**src/rtl/core/lcpist_pkg.sv**
```systemverilog
// Shared types for the LCP interval stack traversal core.
// Holds the event codes and the command and status bundles between
// the controller and the datapath. Depends on nothing.
package lcpist_pkg;

	typedef enum logic [1:0] {
		EV_CLOSE   = 2'd0,
		EV_SIBLING = 2'd1,
		EV_OPEN    = 2'd2,
		EV_ERROR   = 2'd3
	} ev_kind_t;

	// Commands from the controller, at most one active per cycle.
	typedef struct packed {
		logic load;      // take the input item into the working registers
		logic pop_read;  // read the frame below the top from the stack memory
		logic pop_close; // emit a close event and drop the top frame
		logic sibling;   // emit a sibling edge event
		logic open;      // emit an open event and push a frame
		logic error;     // emit an error event and set the sticky error
	} cmd_t;

	typedef struct packed {
		logic pop_needed; // more than one frame and the LCP is below the top depth
		logic eq_top;     // the LCP equals the top depth
		logic full;       // every frame slot is taken
		logic sticky;     // an overflow has happened since reset
		logic out_free;   // the output register can take a result this cycle
	} stat_t;

endpackage

```
**src/rtl/core/lcp_interval_stack_traversal_core.sv**
```systemverilog
// Channel  Handshake            Payload
// in       in_valid/in_stall    lcp_value, suffix_pos
// out      out_valid/out_stall  event_kind, edge_is_leaf, first_edge, node_depth,
//                               frame_level, parent_depth, item_index,
//                               suffix_echo, lcp_echo, last
//
// An item runs through these steps with a free output: accept, then for each
// frame it closes a stack memory read followed by the close event, then the
// decision that emits the final event.
// The stack memory read is registered, so each close event waits for the registered frame below.
// Reset arst_n is asynchronous; after it the root frame alone is open.
// A stalled output holds the block at its next event; a stack memory read and,
// while idle, one item are still taken, and then wait until the output register is free.
module lcp_interval_stack_traversal_core #(
	parameter int STACK_DEPTH = 32
) (
	input  logic        clk,
	input  logic        arst_n,
	input  logic        in_valid,
	output logic        in_stall,
	input  logic [31:0] lcp_value,
	input  logic [31:0] suffix_pos,
	output logic        out_valid,
	input  logic        out_stall,
	output logic [1:0]  event_kind,
	output logic        edge_is_leaf,
	output logic        first_edge,
	output logic [31:0] node_depth,
	output logic [4:0]  frame_level,
	output logic [31:0] parent_depth,
	output logic [31:0] item_index,
	output logic [31:0] suffix_echo,
	output logic [31:0] lcp_echo,
	output logic        last
);
	import lcpist_pkg::*;

	cmd_t  cmd;
	stat_t stat;

	lcpist_ctrl u_ctrl (
		.clk      (clk),
		.arst_n   (arst_n),
		.in_valid (in_valid),
		.in_stall (in_stall),
		.stat     (stat),
		.cmd      (cmd)
	);

	lcpist_dp #(
		.STACK_DEPTH (STACK_DEPTH)
	) u_dp (
		.clk          (clk),
		.arst_n       (arst_n),
		.cmd          (cmd),
		.stat         (stat),
		.lcp_value    (lcp_value),
		.suffix_pos   (suffix_pos),
		.out_valid    (out_valid),
		.out_stall    (out_stall),
		.event_kind   (event_kind),
		.edge_is_leaf (edge_is_leaf),
		.first_edge   (first_edge),
		.node_depth   (node_depth),
		.frame_level  (frame_level),
		.parent_depth (parent_depth),
		.item_index   (item_index),
		.suffix_echo  (suffix_echo),
		.lcp_echo     (lcp_echo),
		.last         (last)
	);

endmodule

```
**src/rtl/core/lcpist_ctrl.sv**
```systemverilog
// Controller of the LCP interval stack traversal core.
// Sequences accept, pop and final event steps; uses lcpist_pkg.
module lcpist_ctrl (
	input  logic            clk,
	input  logic            arst_n,
	input  logic            in_valid,
	output logic            in_stall,
	input  lcpist_pkg::stat_t stat,
	output lcpist_pkg::cmd_t  cmd
);
	import lcpist_pkg::*;

	typedef enum logic [1:0] {
		ST_IDLE,
		ST_CHECK,
		ST_POP
	} state_t;

	state_t state_q;
	state_t state_d;

	always_comb begin
		cmd      = '0;
		state_d  = state_q;
		in_stall = 1'b1;
		case (state_q)
			ST_IDLE: begin
				in_stall = 1'b0;
				if (in_valid) begin
					cmd.load = 1'b1;
					state_d  = ST_CHECK;
				end
			end
			ST_CHECK: begin
				if (stat.sticky) begin
					if (stat.out_free) begin
						cmd.error = 1'b1;
						state_d   = ST_IDLE;
					end
				end else if (stat.pop_needed) begin
					cmd.pop_read = 1'b1;
					state_d      = ST_POP;
				end else if (stat.out_free) begin
					if (stat.eq_top) begin
						cmd.sibling = 1'b1;
					end else if (stat.full) begin
						cmd.error = 1'b1;
					end else begin
						cmd.open = 1'b1;
					end
					state_d = ST_IDLE;
				end
			end
			ST_POP: begin
				if (stat.out_free) begin
					cmd.pop_close = 1'b1;
					state_d       = ST_CHECK;
				end
			end
			default: begin
				state_d = ST_IDLE;
			end
		endcase
	end

	always_ff @(posedge clk or negedge arst_n) begin
		if (!arst_n) begin
			state_q <= ST_IDLE;
		end else begin
			state_q <= state_d;
		end
	end

endmodule

```
**src/rtl/core/lcpist_dp.sv**
```systemverilog
// Datapath of the LCP interval stack traversal core.
// Holds the cached top frame, the stack memory, counters and the output
// register; driven by commands from lcpist_ctrl; uses lcpist_pkg.
module lcpist_dp #(
	parameter int STACK_DEPTH = 32
) (
	input  logic             clk,
	input  logic             arst_n,
	input  lcpist_pkg::cmd_t cmd,
	output lcpist_pkg::stat_t stat,
	input  logic [31:0]      lcp_value,
	input  logic [31:0]      suffix_pos,
	output logic             out_valid,
	input  logic             out_stall,
	output logic [1:0]       event_kind,
	output logic             edge_is_leaf,
	output logic             first_edge,
	output logic [31:0]      node_depth,
	output logic [4:0]       frame_level,
	output logic [31:0]      parent_depth,
	output logic [31:0]      item_index,
	output logic [31:0]      suffix_echo,
	output logic [31:0]      lcp_echo,
	output logic             last
);
	import lcpist_pkg::*;

	localparam int CW = $clog2(STACK_DEPTH + 1);
	localparam int AW = $clog2(STACK_DEPTH);

	// The top frame lives in registers; the memory holds the frames below it,
	// so levels 0 to STACK_DEPTH-2 at most.
	logic [32:0] mem [0:STACK_DEPTH-2];

	logic [31:0]   lcp_q;
	logic [31:0]   suf_q;
	logic [31:0]   index_q;
	logic [31:0]   top_depth_q;
	logic          top_flag_q;
	logic [CW-1:0] count_q;
	logic          root_pend_q;
	logic          sticky_q;
	logic [31:0]   rd_depth_q;
	logic          rd_flag_q;

	logic          out_valid_q;
	ev_kind_t      kind_q;
	logic          leaf_q;
	logic          first_q;
	logic [31:0]   depth_q;
	logic [4:0]    level_q;
	logic [31:0]   parent_q;
	logic [31:0]   index_out_q;
	logic [31:0]   suf_out_q;
	logic [31:0]   lcp_out_q;
	logic          last_q;

	logic [CW-1:0] cnt_m1;
	logic [CW-1:0] cnt_m2;
	logic [31:0]   top_lvl32;
	logic [31:0]   new_lvl32;
	logic          emit;
	logic          root_first;

	assign cnt_m1     = count_q - CW'(1);
	assign cnt_m2     = count_q - CW'(2);
	assign top_lvl32  = 32'(cnt_m1);
	assign new_lvl32  = 32'(count_q);
	assign emit       = cmd.pop_close | cmd.sibling | cmd.open | cmd.error;
	assign root_first = root_pend_q && (top_depth_q == 32'd0);

	always_comb begin
		stat.pop_needed = (count_q > CW'(1)) && (lcp_q < top_depth_q);
		stat.eq_top     = (lcp_q == top_depth_q);
		stat.full       = (count_q >= CW'(STACK_DEPTH));
		stat.sticky     = sticky_q;
		stat.out_free   = !out_valid_q || !out_stall;
	end

	always_ff @(posedge clk) begin
		if (cmd.open) begin
			// The enclosing frame's last edge is a branch edge from now on.
			mem[cnt_m1[AW-1:0]] <= {top_depth_q, 1'b0};
		end
		if (cmd.pop_read) begin
			{rd_depth_q, rd_flag_q} <= mem[cnt_m2[AW-1:0]];
		end
	end

	always_ff @(posedge clk) begin
		if (cmd.load) begin
			lcp_q <= lcp_value;
			suf_q <= suffix_pos;
		end
	end

	always_ff @(posedge clk or negedge arst_n) begin
		if (!arst_n) begin
			index_q     <= '0;
			top_depth_q <= '0;
			top_flag_q  <= 1'b1;
			count_q     <= CW'(1);
			root_pend_q <= 1'b1;
			sticky_q    <= 1'b0;
		end else begin
			if (cmd.error) begin
				sticky_q <= 1'b1;
			end
			if (cmd.pop_close) begin
				top_depth_q <= rd_depth_q;
				top_flag_q  <= rd_flag_q;
				count_q     <= cnt_m1;
			end
			if (cmd.sibling) begin
				top_flag_q <= 1'b1;
				if (root_first) begin
					root_pend_q <= 1'b0;
				end
				index_q <= index_q + 32'd1;
			end
			if (cmd.open) begin
				top_depth_q <= lcp_q;
				top_flag_q  <= 1'b1;
				count_q     <= count_q + CW'(1);
				index_q     <= index_q + 32'd1;
			end
		end
	end

	always_ff @(posedge clk or negedge arst_n) begin
		if (!arst_n) begin
			out_valid_q <= 1'b0;
		end else if (emit) begin
			out_valid_q <= 1'b1;
		end else if (!out_stall) begin
			out_valid_q <= 1'b0;
		end
	end

	always_ff @(posedge clk) begin
		if (emit) begin
			index_out_q <= index_q;
			suf_out_q   <= suf_q;
			lcp_out_q   <= lcp_q;
			if (cmd.pop_close) begin
				kind_q   <= EV_CLOSE;
				leaf_q   <= top_flag_q;
				first_q  <= 1'b0;
				depth_q  <= top_depth_q;
				level_q  <= top_lvl32[4:0];
				parent_q <= rd_depth_q;
				last_q   <= 1'b0;
			end else if (cmd.sibling) begin
				kind_q   <= EV_SIBLING;
				leaf_q   <= top_flag_q;
				first_q  <= root_first;
				depth_q  <= top_depth_q;
				level_q  <= top_lvl32[4:0];
				parent_q <= '0;
				last_q   <= 1'b1;
			end else if (cmd.open) begin
				kind_q   <= EV_OPEN;
				leaf_q   <= top_flag_q;
				first_q  <= 1'b1;
				depth_q  <= lcp_q;
				level_q  <= new_lvl32[4:0];
				parent_q <= '0;
				last_q   <= 1'b1;
			end else begin
				kind_q   <= EV_ERROR;
				leaf_q   <= 1'b0;
				first_q  <= 1'b0;
				depth_q  <= lcp_q;
				level_q  <= '0;
				parent_q <= '0;
				last_q   <= 1'b1;
			end
		end
	end

	assign out_valid    = out_valid_q;
	assign event_kind   = kind_q;
	assign edge_is_leaf = leaf_q;
	assign first_edge   = first_q;
	assign node_depth   = depth_q;
	assign frame_level  = level_q;
	assign parent_depth = parent_q;
	assign item_index   = index_out_q;
	assign suffix_echo  = suf_out_q;
	assign lcp_echo     = lcp_out_q;
	assign last         = last_q;

`ifndef ASSERT_OFF
	a_count_range: assert property (@(posedge clk) disable iff (!arst_n)
		(count_q >= CW'(1)) && (count_q <= CW'(STACK_DEPTH)))
		else $error("frame count out of range");
	a_pop_legal: assert property (@(posedge clk) disable iff (!arst_n)
		cmd.pop_read |-> (count_q > CW'(1)) && (lcp_q < top_depth_q) && !sticky_q)
		else $error("pop issued without a frame deeper than the LCP");
	a_push_room: assert property (@(posedge clk) disable iff (!arst_n)
		cmd.open |-> !stat.full && (lcp_q > top_depth_q))
		else $error("push issued on a full stack or a shallow LCP");
	a_emit_room: assert property (@(posedge clk) disable iff (!arst_n)
		emit |-> stat.out_free)
		else $error("result issued while the output register is held");
	a_sticky_holds: assert property (@(posedge clk) disable iff (!arst_n)
		sticky_q |=> sticky_q && (index_q == $past(index_q)))
		else $error("state moved after the sticky error");
`endif

endmodule
```
**config.mk**
```make
export PLATFORM = sky130hd
export DESIGN_NAME = lcp_interval_stack_traversal_core
export DESIGN_NICKNAME = d
export VERILOG_FILES = /design/src/rtl/core/lcpist_pkg.sv /design/src/rtl/core/lcp_interval_stack_traversal_core.sv /design/src/rtl/core/lcpist_ctrl.sv /design/src/rtl/core/lcpist_dp.sv
export SDC_FILE = /design/constraint.sdc
export NUM_CORES = 1
export LEC_CHECK = 0
export BUFFER_PORTS_ARGS = -buffer_cell sky130_fd_sc_hd__buf_2
export CORE_MARGIN = 1.5
export CORE_UTILIZATION = 64
export CTS_CLUSTER_DIAMETER = 150
export DETAILED_ROUTE_END_ITERATION = 10
export GPL_ROUTABILITY_DRIVEN = 0
export PLACE_DENSITY = 0.86
export SLEW_MARGIN = 40
export SYNTH_ARGS = -nofsm -noshare
export SYNTH_HDL_FRONTEND = slang
export SYNTH_SLANG_ARGS = --single-unit
```
**constraint.sdc**
```tcl
create_clock -name clk -period 40.7 [get_ports clk]
set_input_delay 4.07 -clock clk [delete_from_list [all_inputs] [get_ports clk]]
set_output_delay 4.07 -clock clk [all_outputs]
set_load 0.05 [all_outputs]
```
==> run summary <==
• 0 — number of gates resized after cts
• 13.7% — P&R area growth vs syn
• 1258 — number of synthesized flops with an enable pin
• 286 um — die span in x
• 992 — flip-flop count of the largest register after layout
• 3920 — non-filler cells, final
• 286 um — die extent in y
• 5290 — initial DRC count
• 0 — hold violation count in the final report
• yes — TritonCTS clock tree
• 28300 — routed via count
• 240 — # IOs
• 3686 — total instance count after detailed placement
• 33.9% — combined global-route utilization of all metal layers
• 79000 um2 — CORE AREA
• 0 — max-capacitance violation count
• 60 ps — Reg clk slew, reported paths
• 27600 — vias in the first global route
• 144 MHz — top achievable clock speed
• 3 — maximum root-to-sink buffer count
• 130 — Inserted Clock Buffers
• 0 — Final Setup Violations
• 33020 ps — dpl ws
• 4 — number of H-tree branching levels
• 7300 ps — crit path DAT
• 50 — highest fanout seen on the critical path
• 156 — pin count of the biggest net entering global routing
• 140 mm — total wire length after detailed routing
• 51200 um2 — mapped cell area
• 103 — Rows
• no — setup repair after global routing missed its margin
• 76.1 mm — Post-DP HPWL
• buf_4 — Slowest-stage cell, CP
• 30.3% — share of final-layout standard cells stronger than drive strength 1
• 11 — number of antenna violations at the first check in global routing
• 33740 ps — Final WS setup
• 20.8 um2 — Post-Syn Area per Cell
• 0 — YS warnings
• 36.6% — worst slew slack as a fraction of its limit
• 17.1% — fin crit share
• u_dp.suf_q[16] — worst hold path startpoint
• 0 — number of post-CTS setup repair buffers
• out_stall — startpoint of the worst setup timing path
• 2566 — syn_nets
• 41040 ps — endpoint required time on the critical path
• 730 ps — clock insertion delay at the later pin of the skew report
• 6960 ps — post-layout min period
• finished, final reports clean — status
• 20.0 nW — leakage component of the power
• 73.6% — Core Util, Final
• 5.70% — async set-reset flop share out of synthesis
• 35.8 um — post-DR wirelength/cell
• buf_2 -> and2_1 -> nor3_1 -> and2_1 -> o31a_2 -> o2111ai_4 -> buf_16 -> nand2_2 -> inv_2 -> o311ai_4 -> buf_4 — chain of cells forming the critical path
• 81600 um2 — Die Outline Area
• 7.21 — via density per instance
• 77.6% — sequential fraction of the synthesis area
• flip-flop to flip-flop — classification of the worst-slack hold path
• 590 ps — slowest cell delay on critical path
• 3936 — count of filler cells inserted in the layout
• 0 — number of design rule violations left after detail routing
• 1334 — synthesized flop and latch total
• input port — startpoint kind of the worst setup timing path
• edfxtp_1 — ys flop type
• 0.0640 mV — worst supply voltage drop on vdd
• u_dp.count_q[0] — r2r startpoint
• 195 mm — wire length of the first global-routing pass
• 64.8% — initial standard-cell utilization of the core
• 0 ps — sum of negative setup slack
• and2_1 — cell mode on critical path
• 2882 — net count of the finished layout
• 943 ps — slew at the pin closest to its max-slew limit
• 86.2 nW/um2 — Power Dens Cells
• 6 — count of TritonRoute iterations in the first routing pass
• clkbuf_16 — cell chosen for the clock root
• flip-flop — Crit. End Element
• 239 — port bufs
• 35.3 ps — worst clock skew
• 66 — Cell variety after synth
• 0 — number of antenna-violating nets in the routed design
• 1334 — clock sink count
• 0 — overall overflow remaining after global route
• 2455 — Syn Inst Count
• 0 — number of hold-repair buffers added at the cts stage
• input port to flip-flop — type of the worst setup path
• 0 — max-slew violation total from the final report
## final timing paths
check	to	slack [ps]	cells past startpoint
max in group asynchronous	u_dp.top_depth_q[8]	36720	1
min	u_dp.suffix_echo[16]	410	0
min in group asynchronous	u_dp.index_q[0]	3390	1
max reg2reg	u_dp.parent_depth[28]	35430	12
max	u_dp.parent_depth[28]	33740	11
min reg2reg	u_dp.suffix_echo[16]	410	0
## stage by stage
stage	power (mW)	area [um2]	hold slack (ps)
after global placement	3.63	53700	403
after CTS	4.94	58000	419
after global routing	5.11	58200	425
after floorplan	3.17	51200	400
final	5.01	58200	414
after detailed placement	3.72	53800	405
## metal layers
metal | part of all wire [%] | global-route usage, % | up-vias
li1 | - | - | 10600
met3 | 14 | 9.31 | 515
met1 | 34 | 46.8 | 14200
met2 | 48 | 52.9 | 2973
met4 | 4.3 | 12.2 | 14
met5 | 0.068 | 0 | -
## cell usage in the layout (no fill, tap or decap), types with 5 or more instances in the layout
cell and count:
edfxtp_1 1258, mux4_2 288, buf_2 238, clkbuf_16 137, nor2_1 101, nand2_1 87, inv_1 75, dfrtp_1 70
a21oi_1 50, ha_1 42, nand3_1 40, buf_4 39, mux2_2 34, a31oi_1 33, mux2i_1 33, and3_4 29
o21ai_0 27, clkbuf_1 26, clkinv_2 21, clkinv_1 21, xor2_1 19, xnor2_1 17, nand4_1 17, nor3_1 14
and3_1 10, o21ai_1 10, bufinv_16 9, buf_6 9, nor4_1 8, and2_1 5, clkbuf_8 5, inv_6 5
buf_16 5
## critical path: cells and delay by family
kind / cells / cell delay, ps
buf+inv: 4 / 1330
simple gates: 4 / 1010
compound gates: 3 / 820
## Yosys cell counts, drive strengths merged, types with 2 or more instances
library cell	instances	area share, %
a211oi	3	0.044
a21boi	3	0.051
a21o	4	0.059
a21oi	51	0.51
a221o	2	0.039
a31oi	33	0.40
and2	5	0.061
and3	41	0.50
buf	41	0.44
clkbuf	69	0.51
dfrtp	73	3.6
dfstp	3	0.15
edfxtp	1258	74
ha	43	1.1
inv	77	0.56
mux2	34	0.75
mux2i	34	0.69
mux4	288	13
nand2	88	0.65
nand2b	3	0.037
nand3	40	0.39
nand4	18	0.23
nor2	102	0.75
nor2b	3	0.037
nor3	15	0.15
nor3b	2	0.039
nor4	11	0.15
o2111ai	3	0.086
o211ai	2	0.039
o21a	5	0.088
o21ai	42	0.45
o22ai	2	0.049
o31ai	2	0.029
or2	3	0.037
or3	2	0.024
xnor2	19	0.33
xor2	19	0.33
## report_power, final
| group | internal, mW | total [mW] | switching [mW] | leakage (nW) |
|---|---|---|---|---|
| Combinational | 0.572 | 1.83 | 1.26 | 5.62 |
| Sequential | 1.88 | 1.98 | 0.104 | 12.3 |
| Clock | 0.681 | 1.19 | 0.513 | 2.03 |
## kinds of logic after synthesis
group	share of synthesized area [%]
xor gates and xnor gates	0.651
adders and majority gates	1.05
and+or+nand+nor	3.09
AOI/OAI and AO/OA	2.02
DFF	77.6
muxes	14.1
buffers and inverters	1.51
## final cells by class
class | count | area (um2) | area share, %
clock inverter | 61 | 541 | 0.929
multi-input combinational | 934 | 10900 | 18.8
timing repair buffer | 294 | 1780 | 3.07
clock buffer | 168 | 3590 | 6.18
antenna | 2 | 5.00 | 0.00861
inverter | 77 | 289 | 0.497
tap | 1050 | 1310 | 2.26
sequential | 1334 | 39700 | 68.2
Power figures use the tool's default switching activity.
